$ cat config.mk
export PLATFORM = sky130hd
export DESIGN_NAME = bfs_hop_distance_core
export DESIGN_NICKNAME = d
export VERILOG_FILES = /design/src/hw/rtl/bfs_pkg.sv /design/src/hw/rtl/bfs_datapath.sv /design/src/hw/rtl/bfs_ctrl.sv /design/src/hw/rtl/bfs_hop_distance_core.sv
export SDC_FILE = /design/constraint.sdc
export NUM_CORES = 1
export LEC_CHECK = 0
export BUFFER_PORTS_ARGS = -buffer_cell sky130_fd_sc_hd__buf_2
export CORE_MARGIN = 4
export CORE_UTILIZATION = 45
export DETAILED_ROUTE_END_ITERATION = 12
export PLACE_DENSITY = 0.64
export SLEW_MARGIN = 30
export SYNTH_ARGS = -nofsm -noshare
export SYNTH_HDL_FRONTEND = slang
export SYNTH_SLANG_ARGS = --single-unit
$ cat constraint.sdc
create_clock -name clk -period 4.2 [get_ports clk]
set_clock_uncertainty 0.2 [all_clocks]
set_input_delay 0.63 -clock clk [delete_from_list [all_inputs] [get_ports clk]]
set_output_delay 0.63 -clock clk [all_outputs]
set_load 0.1 [all_outputs]
$ cat src/hw/rtl/bfs_pkg.sv
`timescale 1ns / 1ps
// ----------------------------------------------------------------------------
// bfs_pkg
// Shared types and constants for the breadth-first hop distance core:
// graph size, operation codes, controller states and the command and
// status groups between controller and datapath.
// ----------------------------------------------------------------------------
package bfs_pkg;

	// Graph size and derived widths
	localparam int NODE_COUNT = 16;
	localparam int NODE_W     = $clog2(NODE_COUNT);
	localparam int HOPS_W     = $clog2(NODE_COUNT);
	localparam int HOP_MAX    = 15;

	// Operation codes carried on opcode
	localparam logic OP_WRITE = 1'b0;
	localparam logic OP_QUERY = 1'b1;

	typedef logic [NODE_COUNT-1:0] node_set_t;

	typedef enum logic [1:0] {
		ST_IDLE,
		ST_CHECK,
		ST_EXPAND,
		ST_DONE
	} ctrl_state_t;

	// Controller to datapath
	typedef struct packed {
		logic write_row;
		logic load_query;
		logic pop_node;
		logic next_level;
		logic set_hit;
		logic set_miss;
		logic publish;
	} dp_cmd_t;

	// Datapath to controller
	typedef struct packed {
		logic nodes_in_range;
		logic dst_in_frontier;
		logic frontier_empty;
	} dp_status_t;

endpackage

$ cat src/hw/rtl/bfs_datapath.sv
`timescale 1ns / 1ps
// ----------------------------------------------------------------------------
// bfs_datapath
// Adjacency matrix, search frontier, visited marks and level counter.
// Dequeues one frontier node a cycle and merges its adjacency row into the
// next level; holds the result and the output payload register.
// ----------------------------------------------------------------------------
module bfs_datapath
	import bfs_pkg::*;
(
	input  logic        clk,
	input  logic        arst_n,
	input  dp_cmd_t     cmd,
	input  logic [3:0]  row_index,
	input  logic [15:0] row_bits,
	input  logic [3:0]  source_node,
	input  logic [3:0]  target_node,
	output dp_status_t  status,
	output logic [3:0]  hop_distance,
	output logic        reachable
);

	node_set_t           adj_q [NODE_COUNT];
	node_set_t           frontier_q;
	node_set_t           visited_q;
	node_set_t           next_q;
	logic [NODE_W-1:0]   dst_q;
	logic [HOPS_W-1:0]   hops_q;
	logic [3:0]          res_hop_q;
	logic                res_hit_q;
	logic [3:0]          hop_distance_q;
	logic                reachable_q;
	logic [NODE_W-1:0]   pop_idx;
	node_set_t           level_new;
	logic                row_in_range;

	// Pick the lowest node still waiting in the frontier
	always_comb begin
		pop_idx = '0;
		for (int i = NODE_COUNT - 1; i >= 0; i--) begin
			if (frontier_q[i]) begin
				pop_idx = NODE_W'(i);
			end
		end
	end

	assign level_new    = next_q & ~visited_q;
	assign row_in_range = 32'(row_index) < NODE_COUNT;

	assign status.nodes_in_range  = (32'(source_node) < NODE_COUNT) &&
		(32'(target_node) < NODE_COUNT);
	assign status.dst_in_frontier = frontier_q[dst_q];
	assign status.frontier_empty  = (frontier_q == '0);

	// Adjacency rows: cleared by reset, one row written per write transaction
	always_ff @(posedge clk or negedge arst_n) begin
		if (!arst_n) begin
			for (int i = 0; i < NODE_COUNT; i++) begin
				adj_q[i] <= '0;
			end
		end else if (cmd.write_row && row_in_range) begin
			adj_q[NODE_W'(row_index)] <= NODE_COUNT'(row_bits);
		end
	end

	// Search state: load, dequeue, advance level
	always_ff @(posedge clk) begin
		if (cmd.load_query) begin
			frontier_q <= node_set_t'(1) << NODE_W'(source_node);
			visited_q  <= node_set_t'(1) << NODE_W'(source_node);
			next_q     <= '0;
			hops_q     <= '0;
			dst_q      <= NODE_W'(target_node);
		end else if (cmd.pop_node) begin
			frontier_q <= frontier_q & (frontier_q - node_set_t'(1));
			next_q     <= next_q | adj_q[pop_idx];
		end else if (cmd.next_level) begin
			frontier_q <= level_new;
			visited_q  <= visited_q | level_new;
			next_q     <= '0;
			hops_q     <= hops_q + HOPS_W'(1);
		end
	end

	// Hold the answer, saturating the hop count
	always_ff @(posedge clk) begin
		if (cmd.set_hit) begin
			res_hit_q <= 1'b1;
			if (32'(hops_q) > HOP_MAX) begin
				res_hop_q <= 4'(HOP_MAX);
			end else begin
				res_hop_q <= 4'(hops_q);
			end
		end else if (cmd.set_miss) begin
			res_hit_q <= 1'b0;
			res_hop_q <= '0;
		end
	end

	// Output payload register
	always_ff @(posedge clk) begin
		if (cmd.publish) begin
			hop_distance_q <= res_hop_q;
			reachable_q    <= res_hit_q;
		end
	end

	assign hop_distance = hop_distance_q;
	assign reachable    = reachable_q;

endmodule

$ cat src/hw/rtl/bfs_ctrl.sv
`timescale 1ns / 1ps
// ----------------------------------------------------------------------------
// bfs_ctrl
// Controller for the hop distance search: takes transactions, steps the
// datapath through check, dequeue and level advance, and owns the output
// valid flag.
// ----------------------------------------------------------------------------
module bfs_ctrl
	import bfs_pkg::*;
(
	input  logic       clk,
	input  logic       arst_n,
	input  logic       in_valid,
	output logic       in_stall,
	input  logic       opcode,
	output logic       out_valid,
	input  logic       out_stall,
	input  dp_status_t status,
	output dp_cmd_t    cmd
);

	ctrl_state_t state_q;
	ctrl_state_t state_d;
	logic        out_valid_q;

	// State register
	always_ff @(posedge clk or negedge arst_n) begin
		if (!arst_n) begin
			state_q <= ST_IDLE;
		end else begin
			state_q <= state_d;
		end
	end

	// Next state and commands
	always_comb begin
		state_d  = state_q;
		cmd      = '0;
		in_stall = 1'b1;
		unique case (state_q)
			ST_IDLE: begin
				in_stall = 1'b0;
				if (in_valid) begin
					if (opcode == OP_WRITE) begin
						cmd.write_row = 1'b1;
					end else if (status.nodes_in_range) begin
						cmd.load_query = 1'b1;
						state_d        = ST_CHECK;
					end else begin
						cmd.set_miss = 1'b1;
						state_d      = ST_DONE;
					end
				end
			end
			ST_CHECK: begin
				priority if (status.dst_in_frontier) begin
					cmd.set_hit = 1'b1;
					state_d     = ST_DONE;
				end else if (status.frontier_empty) begin
					cmd.set_miss = 1'b1;
					state_d      = ST_DONE;
				end else begin
					state_d = ST_EXPAND;
				end
			end
			ST_EXPAND: begin
				if (status.frontier_empty) begin
					cmd.next_level = 1'b1;
					state_d        = ST_CHECK;
				end else begin
					cmd.pop_node = 1'b1;
				end
			end
			ST_DONE: begin
				if (!out_valid_q || !out_stall) begin
					cmd.publish = 1'b1;
					state_d     = ST_IDLE;
				end
			end
			default: begin
				state_d = ST_IDLE;
			end
		endcase
	end

	// Output valid: set on publish, drop once taken
	always_ff @(posedge clk or negedge arst_n) begin
		if (!arst_n) begin
			out_valid_q <= 1'b0;
		end else if (cmd.publish) begin
			out_valid_q <= 1'b1;
		end else if (!out_stall) begin
			out_valid_q <= 1'b0;
		end
	end

	assign out_valid = out_valid_q;

endmodule

$ cat src/hw/rtl/bfs_hop_distance_core.sv
`timescale 1ns / 1ps
// ----------------------------------------------------------------------------
// bfs_hop_distance_core
// Breadth-first hop distance over a 16-node adjacency bit matrix.
// ----------------------------------------------------------------------------
// A write transaction (opcode 0) stores one adjacency row and gives no
// result. A query (opcode 1) searches level by level from source_node and
// returns the fewest hops to target_node with reachable set, or zero with
// reachable clear when the target cannot be reached or either node is out
// of range. Visited marks and frontier are reloaded by every query whose
// nodes are in range. Such a query is accepted, then per level goes through
// a check, a dequeue of each frontier node and a level advance, then a final
// check and a load of the output register. The worst case is a chain that
// reaches every node one level at a time; its length is set by the
// per-level check and advance steps plus the single adjacency row read per
// dequeued node. Writes are taken while a result waits on the output; a
// finished query waits until the output register is free.
module bfs_hop_distance_core
	import bfs_pkg::*;
(
	input  logic        clk,
	input  logic        arst_n,
	input  logic        in_valid,
	output logic        in_stall,
	input  logic        opcode,
	input  logic [3:0]  row_index,
	input  logic [15:0] row_bits,
	input  logic [3:0]  source_node,
	input  logic [3:0]  target_node,
	output logic        out_valid,
	input  logic        out_stall,
	output logic [3:0]  hop_distance,
	output logic        reachable
);

	dp_cmd_t    cmd;
	dp_status_t status;

	bfs_ctrl u_ctrl (
		.clk       (clk),
		.arst_n    (arst_n),
		.in_valid  (in_valid),
		.in_stall  (in_stall),
		.opcode    (opcode),
		.out_valid (out_valid),
		.out_stall (out_stall),
		.status    (status),
		.cmd       (cmd)
	);

	bfs_datapath u_datapath (
		.clk          (clk),
		.arst_n       (arst_n),
		.cmd          (cmd),
		.row_index    (row_index),
		.row_bits     (row_bits),
		.source_node  (source_node),
		.target_node  (target_node),
		.status       (status),
		.hop_distance (hop_distance),
		.reachable    (reachable)
	);

`ifndef SYNTHESIS
	// Never overwrite a result that is still stalled on the output
	a_publish_free: assert property (@(posedge clk) disable iff (!arst_n)
		cmd.publish |-> (!out_valid || !out_stall))
		else $error("result published over a stalled result");

	// An unreachable answer carries a zero distance
	a_miss_zero: assert property (@(posedge clk) disable iff (!arst_n)
		(out_valid && !reachable) |-> (hop_distance == 4'd0))
		else $error("unreachable result with non-zero distance");

	// A row write leaves the block ready for the next transaction
	a_write_one_cycle: assert property (@(posedge clk) disable iff (!arst_n)
		(in_valid && !in_stall && opcode == OP_WRITE) |=> !in_stall)
		else $error("row write did not complete in one cycle");
`endif

endmodule
==> results of run 1 <==
placed cells by master (no fill, tap or decap), types with 4 or more instances in the layout:
cell type,instances
sky130_fd_sc_hd__buf_12,4
sky130_fd_sc_hd__inv_1,5
sky130_fd_sc_hd__mux2i_1,46
sky130_fd_sc_hd__buf_2,38
sky130_fd_sc_hd__nand3_1,44
sky130_fd_sc_hd__nand2_1,35
sky130_fd_sc_hd__dfxtp_1,21
sky130_fd_sc_hd__o211ai_1,25
sky130_fd_sc_hd__o32a_1,11
sky130_fd_sc_hd__clkbuf_16,39
sky130_fd_sc_hd__nor2_1,37
sky130_fd_sc_hd__a22oi_1,5
sky130_fd_sc_hd__and2_1,5
sky130_fd_sc_hd__nand3b_1,16
sky130_fd_sc_hd__a21oi_1,14
sky130_fd_sc_hd__nor2b_1,10
sky130_fd_sc_hd__a31oi_1,21
sky130_fd_sc_hd__a2bb2oi_1,11
sky130_fd_sc_hd__mux4_2,34
sky130_fd_sc_hd__nand4_1,5
sky130_fd_sc_hd__nor3_1,17
sky130_fd_sc_hd__and3_1,25
sky130_fd_sc_hd__mux2_2,260
sky130_fd_sc_hd__o21ai_0,32
sky130_fd_sc_hd__clkbuf_1,12
sky130_fd_sc_hd__edfxtp_1,45
sky130_fd_sc_hd__dfrtp_1,259
sky130_fd_sc_hd__buf_4,41
sky130_fd_sc_hd__clkbuf_8,12
sky130_fd_sc_hd__a211oi_1,4
cell families (layout without fill, tap and decap cells):
logic type,count (synthesis),after routing,share of synthesized area
xor+xnor,3,3,0.00174
compound gates,144,144,0.0665
simple gates,220,220,0.0778
fa+ha+maj,1,1,0.000830
flops,325,325,0.548
other cells,0,1,0
mux,342,342,0.279
buf+inv,87,157,0.0261
registers in the layout (all words and copies together) (netlist names):
register,flops
u_ctrl.out_valid,1
u_ctrl.state_q,2
u_datapath.adj_q,256
u_datapath.dst_q,4
u_datapath.frontier_q,16
u_datapath.hop_distance,4
u_datapath.hops_q,4
u_datapath.next_q,16
u_datapath.reachable,1
u_datapath.res_hit_q,1
u_datapath.res_hop_q,4
u_datapath.visited_q,16
worst max-delay path, delay by kind of cell (launching register included):
kind            cells  cell delay (ns)
buf+inv             1             0.40
flops               1             0.50
compound gates      2             0.35
simple gates        4             1.53
cell type report:
class | count | area (µm²) | area share
well taps | 442 | 553 | 0.0322
inverters | 6 | 22.5 | 0.00131
multi-input cells | 710 | 6490 | 0.378
flip-flops and latches | 325 | 8250 | 0.481
clock buffers | 63 | 1190 | 0.0691
clock inverters | 4 | 73.8 | 0.00430
repair buffers | 84 | 593 | 0.0345
diodes | 1 | 2.50 | 0.000146
stage by stage:
stage	instance area [µm²]	instances	hold slack [ns]	power [mW]
2_1_floorplan	15100	1122	0.134	7.72
3_3_place_gp	15900	1567	0.205	8.93
3_5_place_dp	15900	1567	0.213	9.04
4_1_cts	17200	1634	0.0197	12.3
5_1_grt	17200	1634	0.0396	12.9
6_report	17200	1635	-0.0314	12.3
how the worst max path moves through the flow:
stage | from | endpoint | cells after the start
floorplan | u_datapath.frontier_q[8] | u_datapath.visited_q[0] | 7
global placement | u_datapath.frontier_q[0] | u_datapath.next_q[13] | 7
detailed placement | u_datapath.frontier_q[0] | u_datapath.next_q[7] | 7
CTS | u_datapath.frontier_q[0] | u_datapath.next_q[13] | 7
global route | u_datapath.frontier_q[14] | u_datapath.next_q[13] | 8
finish | u_datapath.frontier_q[0] | u_datapath.next_q[13] | 7
power groups by stage:
stage / Clock (mW) / Combinational (mW) / Sequential, mW
finish: 3.29 / 4.25 / 4.74
global route: 3.47 / 4.60 / 4.84
global placement: 0 / 4.18 / 4.75
floorplan: 0 / 3.11 / 4.61
detailed placement: 0 / 4.26 / 4.78
CTS: 3.34 / 4.28 / 4.72
per-layer routing:
layer | vias up | share of wire
li1 | 4310 | -
met1 | 5085 | 0.45
met2 | 293 | 0.47
met3 | 66 | 0.055
met4 | 2 | 0.024
met5 | - | 0.00030
==> run_summary.xml, run 1 <==
<?xml version="1.0" encoding="UTF-8"?>
<metrics>
  <group name="status">
    <metric name="outcome" unit="">finished with violations</metric>
    <metric name="failing_checks" unit="">hold timing</metric>
  </group>
  <group name="routing">
    <metric name="ant_nets" unit="">0</metric>
    <metric name="wire_per_inst" unit="µm">22.8</metric>
    <metric name="drtIter0Drc" unit="">680</metric>
    <metric name="drt-total-wl" unit="µm">37300</metric>
    <metric name="drt_first_pass_iters" unit="">5</metric>
    <metric name="via_per_inst" unit="">5.97</metric>
    <metric name="route.detailed.drc" unit="">0</metric>
    <metric name="detailroute.via_count" unit="">9756</metric>
  </group>
  <group name="place">
    <metric name="place_congestion" unit="">0.876</metric>
    <metric name="port-buffer-count" unit="">39</metric>
    <metric name="hpwlAfterDp" unit="µm">23800</metric>
    <metric name="place_worst_setup_slack" unit="ns">1.11</metric>
  </group>
  <group name="logic_synthesis">
    <metric name="yosys_warnings" unit="">0</metric>
    <metric name="synth-edff-count" unit="">45</metric>
    <metric name="synth.area.top_cells" unit="">sky130_fd_sc_hd__dfrtp_1 (43%), sky130_fd_sc_hd__mux2_2 (19%), sky130_fd_sc_hd__edfxtp_1 (9.0%), sky130_fd_sc_hd__mux4_2 (5.1%), sky130_fd_sc_hd__mux2i_1 (3.1%)</metric>
    <metric name="synth_fp_nets" unit="">1156</metric>
    <metric name="ys_types" unit="">62</metric>
    <metric name="synth_area" unit="µm²">15100</metric>
    <metric name="dominantRegCellSynth" unit="">sky130_fd_sc_hd__dfrtp_1</metric>
    <metric name="synth-seq-cells" unit="">325</metric>
    <metric name="netlist.top_cell.by_area" unit="">sky130_fd_sc_hd__dfrtp_1</metric>
    <metric name="synth_top_area_frac" unit="">0.430</metric>
    <metric name="synth_most_common_cell" unit="">sky130_fd_sc_hd__mux2_2</metric>
    <metric name="seq_area_frac_synth" unit="">0.548</metric>
    <metric name="avgSynthCellArea" unit="µm²">13.4</metric>
    <metric name="netlist_instances" unit="">1122</metric>
    <metric name="asyncSetResetFlopFracSynth" unit="">0.797</metric>
    <metric name="synth_cell_count_leaders" unit="">sky130_fd_sc_hd__mux2_2 (260), sky130_fd_sc_hd__dfrtp_1 (259), sky130_fd_sc_hd__clkbuf_1 (55)</metric>
  </group>
  <group name="timing">
    <metric name="timing_max_transition_violations_final" unit="">0</metric>
    <metric name="fin_crit_sh" unit="">0.745</metric>
    <metric name="hold_violations" unit="">11</metric>
    <metric name="tightest_slew" unit="ns">0.956</metric>
    <metric name="sum_of_negative_setup_slack" unit="ns">0</metric>
    <metric name="whs" unit="ns">-0.0314</metric>
    <metric name="count_of_final_setup_violators" unit="">0</metric>
    <metric name="rsz_0062_raised_after_global_routing" unit="">false</metric>
    <metric name="maxClockFrequency" unit="MHz">320</metric>
    <metric name="slew-limit-headroom" unit="">0.361</metric>
    <metric name="fin_ws" unit="ns">1.07</metric>
    <metric name="layout_min_cycle_time" unit="ns">3.13</metric>
  </group>
  <group name="critical_path">
    <metric name="worst-path-max-fanout" unit="">21</metric>
    <metric name="r2r-start" unit="">u_datapath.frontier_q[0]</metric>
    <metric name="worst_path_most_repeated_cell" unit="">sky130_fd_sc_hd__or4_1</metric>
    <metric name="r2r-end" unit="">u_datapath.next_q[13]</metric>
    <metric name="r2r_cells" unit="">7</metric>
    <metric name="setup.worst_path.end_class" unit="">register</metric>
    <metric name="worstPathArrival" unit="ns">3.31</metric>
    <metric name="startpoint_type" unit="">register</metric>
    <metric name="cp_max_stage_delay" unit="ns">0.56</metric>
    <metric name="timing.critical_path.required" unit="ns">4.38</metric>
    <metric name="rrSetupSlack" unit="ns">1.07</metric>
    <metric name="slowest_stage" unit="">sky130_fd_sc_hd__or4_1</metric>
    <metric name="worstSetupPathType" unit="">register to register</metric>
    <metric name="crit_chain" unit="">or2_2, or4_1, o21ai_4, buf_4, and2_1, a2111oi_0, or4_1</metric>
  </group>
  <group name="cts">
    <metric name="cts_setup_buffers" unit="">0</metric>
    <metric name="cts_buffers" unit="">37</metric>
    <metric name="tritoncts" unit="">done</metric>
    <metric name="number_of_levels_the_h_tree_was_split_into" unit="">2</metric>
    <metric name="cts-hold-fix-buffers" unit="">0</metric>
    <metric name="clk_pin_slew" unit="ns">0.06</metric>
    <metric name="cts_max_path_buffers" unit="">3</metric>
    <metric name="cts_repair_resize_count" unit="">0</metric>
    <metric name="clkSinkCount" unit="">325</metric>
    <metric name="worstSkewPairLatency" unit="ns">0.52</metric>
    <metric name="root_buffer" unit="">sky130_fd_sc_hd__clkbuf_16</metric>
  </group>
  <group name="pwr">
    <metric name="combPwrFrac" unit="">0.346</metric>
    <metric name="power.switching_fraction" unit="">0.337</metric>
    <metric name="leakage_power_total" unit="nW">7.58</metric>
    <metric name="portion_of_total_power_attributed_to_sequential_cells" unit="">0.386</metric>
    <metric name="pwr_density_cell" unit="nW/µm²">715</metric>
    <metric name="internal_power" unit="mW">8.14</metric>
    <metric name="net_switching_power" unit="mW">4.14</metric>
    <metric name="worst_vdd_ir" unit="V">0.000428</metric>
    <metric name="clock_power_share" unit="">0.268</metric>
  </group>
  <group name="global_route">
    <metric name="global_route.overflow_total" unit="">0</metric>
    <metric name="grt_usage" unit="">0.206</metric>
    <metric name="grt_met1_usage" unit="">0.296</metric>
    <metric name="grt_pass1_vias" unit="">9858</metric>
    <metric name="grtUsageMet2" unit="">0.334</metric>
    <metric name="grt_first_pass_wirelength" unit="µm">58600</metric>
    <metric name="grt_start_max_net_pins" unit="">108</metric>
    <metric name="groute.layer.met3.usage" unit="">0.0270</metric>
    <metric name="antenna_found_initial" unit="">1</metric>
    <metric name="grt_busiest_layer" unit="">met2</metric>
  </group>
  <group name="final_layout">
    <metric name="fillerInstances" unit="">2772</metric>
    <metric name="drive_gt1_frac" unit="">0.380</metric>
    <metric name="design.final.nets" unit="">1198</metric>
    <metric name="final_core_utilization" unit="">0.524</metric>
    <metric name="layout-area-overhead-vs-synth" unit="%">14.0</metric>
  </group>
  <group name="floorplan">
    <metric name="dieHeight" unit="µm">191</metric>
    <metric name="std_cell_rows" unit="">66</metric>
    <metric name="top_level_ports" unit="">40</metric>
    <metric name="floorplan.die_area" unit="µm²">36500</metric>
    <metric name="die_w" unit="µm">191</metric>
    <metric name="design.core.area" unit="µm²">32800</metric>
    <metric name="initial_utilization" unit="">0.460</metric>
  </group>
  <group name="job">
    <metric name="drv_cap" unit="">0</metric>
  </group>
  <group name="hold_path">
    <metric name="hp-class" unit="">input pin to async pin</metric>
  </group>
</metrics>
(Power assumes the default switching activity.)
==> run 2: changes to the inputs <==
- clock period: 4.2 -> 2.9 ns (I/O delays scaled with it)
==> run 2 against run 1 <==
The flow now finishes without violations. First-iteration DRC count decreased by 9.7%. Worst setup slack lost 1.0 ns. Non-clock buffer count grew 54. Final area grew 3.2%. Highest routed layer is now met4. Power grew 52%. Combinational power grew 69%.
==> run_summary.xml, run 2 (synthesized netlist as in run 1, its figures left out) <==
<?xml version="1.0" encoding="UTF-8"?>
<metrics>
  <group name="pwr">
    <metric name="internal_power" unit="mW">12.3</metric>
    <metric name="power.switching_fraction" unit="">0.342</metric>
    <metric name="pwr_density_cell" unit="nW/µm²">1050</metric>
    <metric name="leakage_power_total" unit="nW">7.88</metric>
    <metric name="clock_power_share" unit="">0.251</metric>
    <metric name="net_switching_power" unit="mW">6.38</metric>
    <metric name="worst_vdd_ir" unit="V">0.000639</metric>
    <metric name="combPwrFrac" unit="">0.385</metric>
    <metric name="post-layout-total-power" unit="mW">18.7</metric>
    <metric name="portion_of_total_power_attributed_to_sequential_cells" unit="">0.364</metric>
  </group>
  <group name="job">
    <metric name="drv_cap" unit="">0</metric>
  </group>
  <group name="timing">
    <metric name="layout_min_cycle_time" unit="ns">2.88</metric>
    <metric name="timing_max_transition_violations_final" unit="">0</metric>
    <metric name="sum_of_negative_setup_slack" unit="ns">0</metric>
    <metric name="count_of_final_setup_violators" unit="">0</metric>
    <metric name="slew-limit-headroom" unit="">0.469</metric>
    <metric name="tightest_slew" unit="ns">0.794</metric>
    <metric name="rsz_0062_raised_after_global_routing" unit="">true</metric>
    <metric name="hold_violations" unit="">0</metric>
    <metric name="fin_crit_sh" unit="">0.992</metric>
    <metric name="maxClockFrequency" unit="MHz">348</metric>
  </group>
  <group name="global_route">
    <metric name="antenna_found_initial" unit="">0</metric>
    <metric name="grt_usage" unit="">0.219</metric>
    <metric name="global_route.overflow_total" unit="">0</metric>
    <metric name="grt_first_pass_wirelength" unit="µm">61700</metric>
    <metric name="grt_start_max_net_pins" unit="">79</metric>
    <metric name="grt_pass1_vias" unit="">10300</metric>
  </group>
  <group name="final_layout">
    <metric name="number_of_flip_flops_in_the_largest_register" unit="">256</metric>
    <metric name="final_core_utilization" unit="">0.541</metric>
    <metric name="layout-area-overhead-vs-synth" unit="%">17.7</metric>
    <metric name="diode_count" unit="">0</metric>
    <metric name="largest_register" unit="">u_datapath.adj_q</metric>
    <metric name="final_cell_mix" unit="">sky130_fd_sc_hd__mux2_2 (260), sky130_fd_sc_hd__dfrtp_1 (259), sky130_fd_sc_hd__buf_4 (76)</metric>
    <metric name="design.final.nets" unit="">1251</metric>
    <metric name="drive_gt1_frac" unit="">0.406</metric>
    <metric name="mostFrequentLayoutCell" unit="">sky130_fd_sc_hd__mux2_2</metric>
  </group>
  <group name="routing">
    <metric name="via_per_inst" unit="">6.01</metric>
    <metric name="drt_first_pass_iters" unit="">5</metric>
    <metric name="wire_per_inst" unit="µm">23.6</metric>
    <metric name="route.detailed.drc" unit="">0</metric>
    <metric name="drtIter0Drc" unit="">614</metric>
    <metric name="ant_nets" unit="">0</metric>
    <metric name="detailroute.via_count" unit="">10100</metric>
    <metric name="drt-total-wl" unit="µm">39800</metric>
  </group>
  <group name="floorplan">
    <metric name="dieHeight" unit="µm">191</metric>
    <metric name="top_level_ports" unit="">40</metric>
    <metric name="initial_utilization" unit="">0.460</metric>
    <metric name="std_cell_rows" unit="">66</metric>
    <metric name="die_w" unit="µm">191</metric>
    <metric name="floorplan.die_area" unit="µm²">36500</metric>
    <metric name="design.core.area" unit="µm²">32800</metric>
  </group>
  <group name="place">
    <metric name="port-buffer-count" unit="">39</metric>
    <metric name="place_congestion" unit="">0.892</metric>
    <metric name="hpwlAfterDp" unit="µm">25100</metric>
  </group>
  <group name="hold_path">
    <metric name="holdCritStartpoint" unit="">row_index[3]</metric>
    <metric name="min_to" unit="">u_datapath.adj_q[1]</metric>
    <metric name="hold_depth" unit="">3</metric>
    <metric name="hp-class" unit="">input pin to register</metric>
  </group>
  <group name="cts">
    <metric name="tritoncts" unit="">done</metric>
    <metric name="cts_buffers" unit="">36</metric>
    <metric name="root_buffer" unit="">sky130_fd_sc_hd__clkbuf_16</metric>
    <metric name="clkSinkCount" unit="">325</metric>
    <metric name="worstSkewPairLatency" unit="ns">0.53</metric>
    <metric name="clk_pin_slew" unit="ns">0.06</metric>
    <metric name="number_of_levels_the_h_tree_was_split_into" unit="">2</metric>
    <metric name="cts_max_path_buffers" unit="">3</metric>
  </group>
  <group name="critical_path">
    <metric name="setup.worst_path.end_class" unit="">register</metric>
    <metric name="r2r_cells" unit="">9</metric>
    <metric name="worstPathArrival" unit="ns">3.08</metric>
    <metric name="worst-path-max-fanout" unit="">8</metric>
    <metric name="startpoint_type" unit="">register</metric>
    <metric name="r2r-end" unit="">u_datapath.next_q[4]</metric>
    <metric name="worstSetupPathType" unit="">register to register</metric>
    <metric name="rrSetupSlack" unit="ns">0.02</metric>
    <metric name="timing.critical_path.required" unit="ns">3.10</metric>
    <metric name="r2r-start" unit="">u_datapath.frontier_q[15]</metric>
  </group>
  <group name="status">
    <metric name="outcome" unit="">completed</metric>
  </group>
</metrics>
-- run 2: cell count changes in the layout (fill, tap and decap cells not counted), sizes merged --
cell,change
buf,+47
clkbuf,-6
diode,-1
clkinv,+4
dlygate4sd3,+6
inv,+1
bufinv,-1
-- run 2: how the worst max path moves through the flow --
stage | end | startpoint | cells past startpoint | slack, ns
2_1_floorplan | u_datapath.visited_q[0] | u_datapath.frontier_q[0] | 7 | 0.07
3_3_place_gp | u_datapath.next_q[4] | u_datapath.frontier_q[15] | 9 | 0.04
3_5_place_dp | u_datapath.next_q[5] | u_datapath.frontier_q[15] | 9 | 0.03
4_1_cts | u_datapath.next_q[5] | u_datapath.frontier_q[15] | 9 | 0.02
5_1_grt | u_datapath.next_q[3] | u_datapath.frontier_q[15] | 9 | -0.05
6_report | u_datapath.next_q[4] | u_datapath.frontier_q[15] | 9 | 0.02
-- run 2: power groups by stage --
stage               logic (mW)  registers, mW  clock network [mW]
global route              7.70           6.92                4.96
floorplan                 4.50           6.68                   0
global placement          6.75           6.79                   0
detailed placement        6.86           6.83                   0
finish                    7.18           6.79                4.69
CTS                       6.90           6.75                4.78
-- run 2: area by class of cell --
type,count,area (µm²)
Sequential cell,325,8250
Timing Repair Buffer,138,1140
Inverter,6,22.5
Multi-Input combinational cell,710,6520
Clock buffer,56,1140
Clock inverter,8,93.8
Tap cell,442,553
Fill cell,2758,15100
-- run 2: timing repair --
item,in CTS,in global routing
hold buffers,6,0
endpoints found under the hold margin,77,0
setup buffers,0,8
gates resized for setup,0,9
setup endpoints to repair,0,12
-- run 2: worst max-delay path, cell delays in order (launching register included) --
cell and delay (ns):
sky130_fd_sc_hd__edfxtp_1 0.38, sky130_fd_sc_hd__nor2b_4 0.14, sky130_fd_sc_hd__o21a_1 0.20, sky130_fd_sc_hd__o31a_2 0.37, sky130_fd_sc_hd__nor2_4 0.29, sky130_fd_sc_hd__buf_12 0.17
sky130_fd_sc_hd__buf_12 0.12, sky130_fd_sc_hd__mux4_2 0.49, sky130_fd_sc_hd__mux2i_1 0.25, sky130_fd_sc_hd__o211ai_1 0.12
-- run 2: routing by layer --
layer,up-vias,global-route usage,share of wire
li1,4425,-,-
met1,5328,0.310,0.45
met2,288,0.350,0.47
met3,83,0.0287,0.049
met4,0,0.0743,0.035
met5,-,0,0
-- run 2: per-stage QoR --
step                      area (µm²)  hold slack (ns)  worst slack (ns)  cells
final                          17700            0.164            0.0234   1685
after global routing           17700            0.192           -0.0453   1685
after CTS                      17600            0.151            0.0234   1676
after detailed placement       16300            0.207            0.0346   1606
after global placement         16300            0.202            0.0392   1606
after floorplan                15100          -0.0606            0.0650   1122
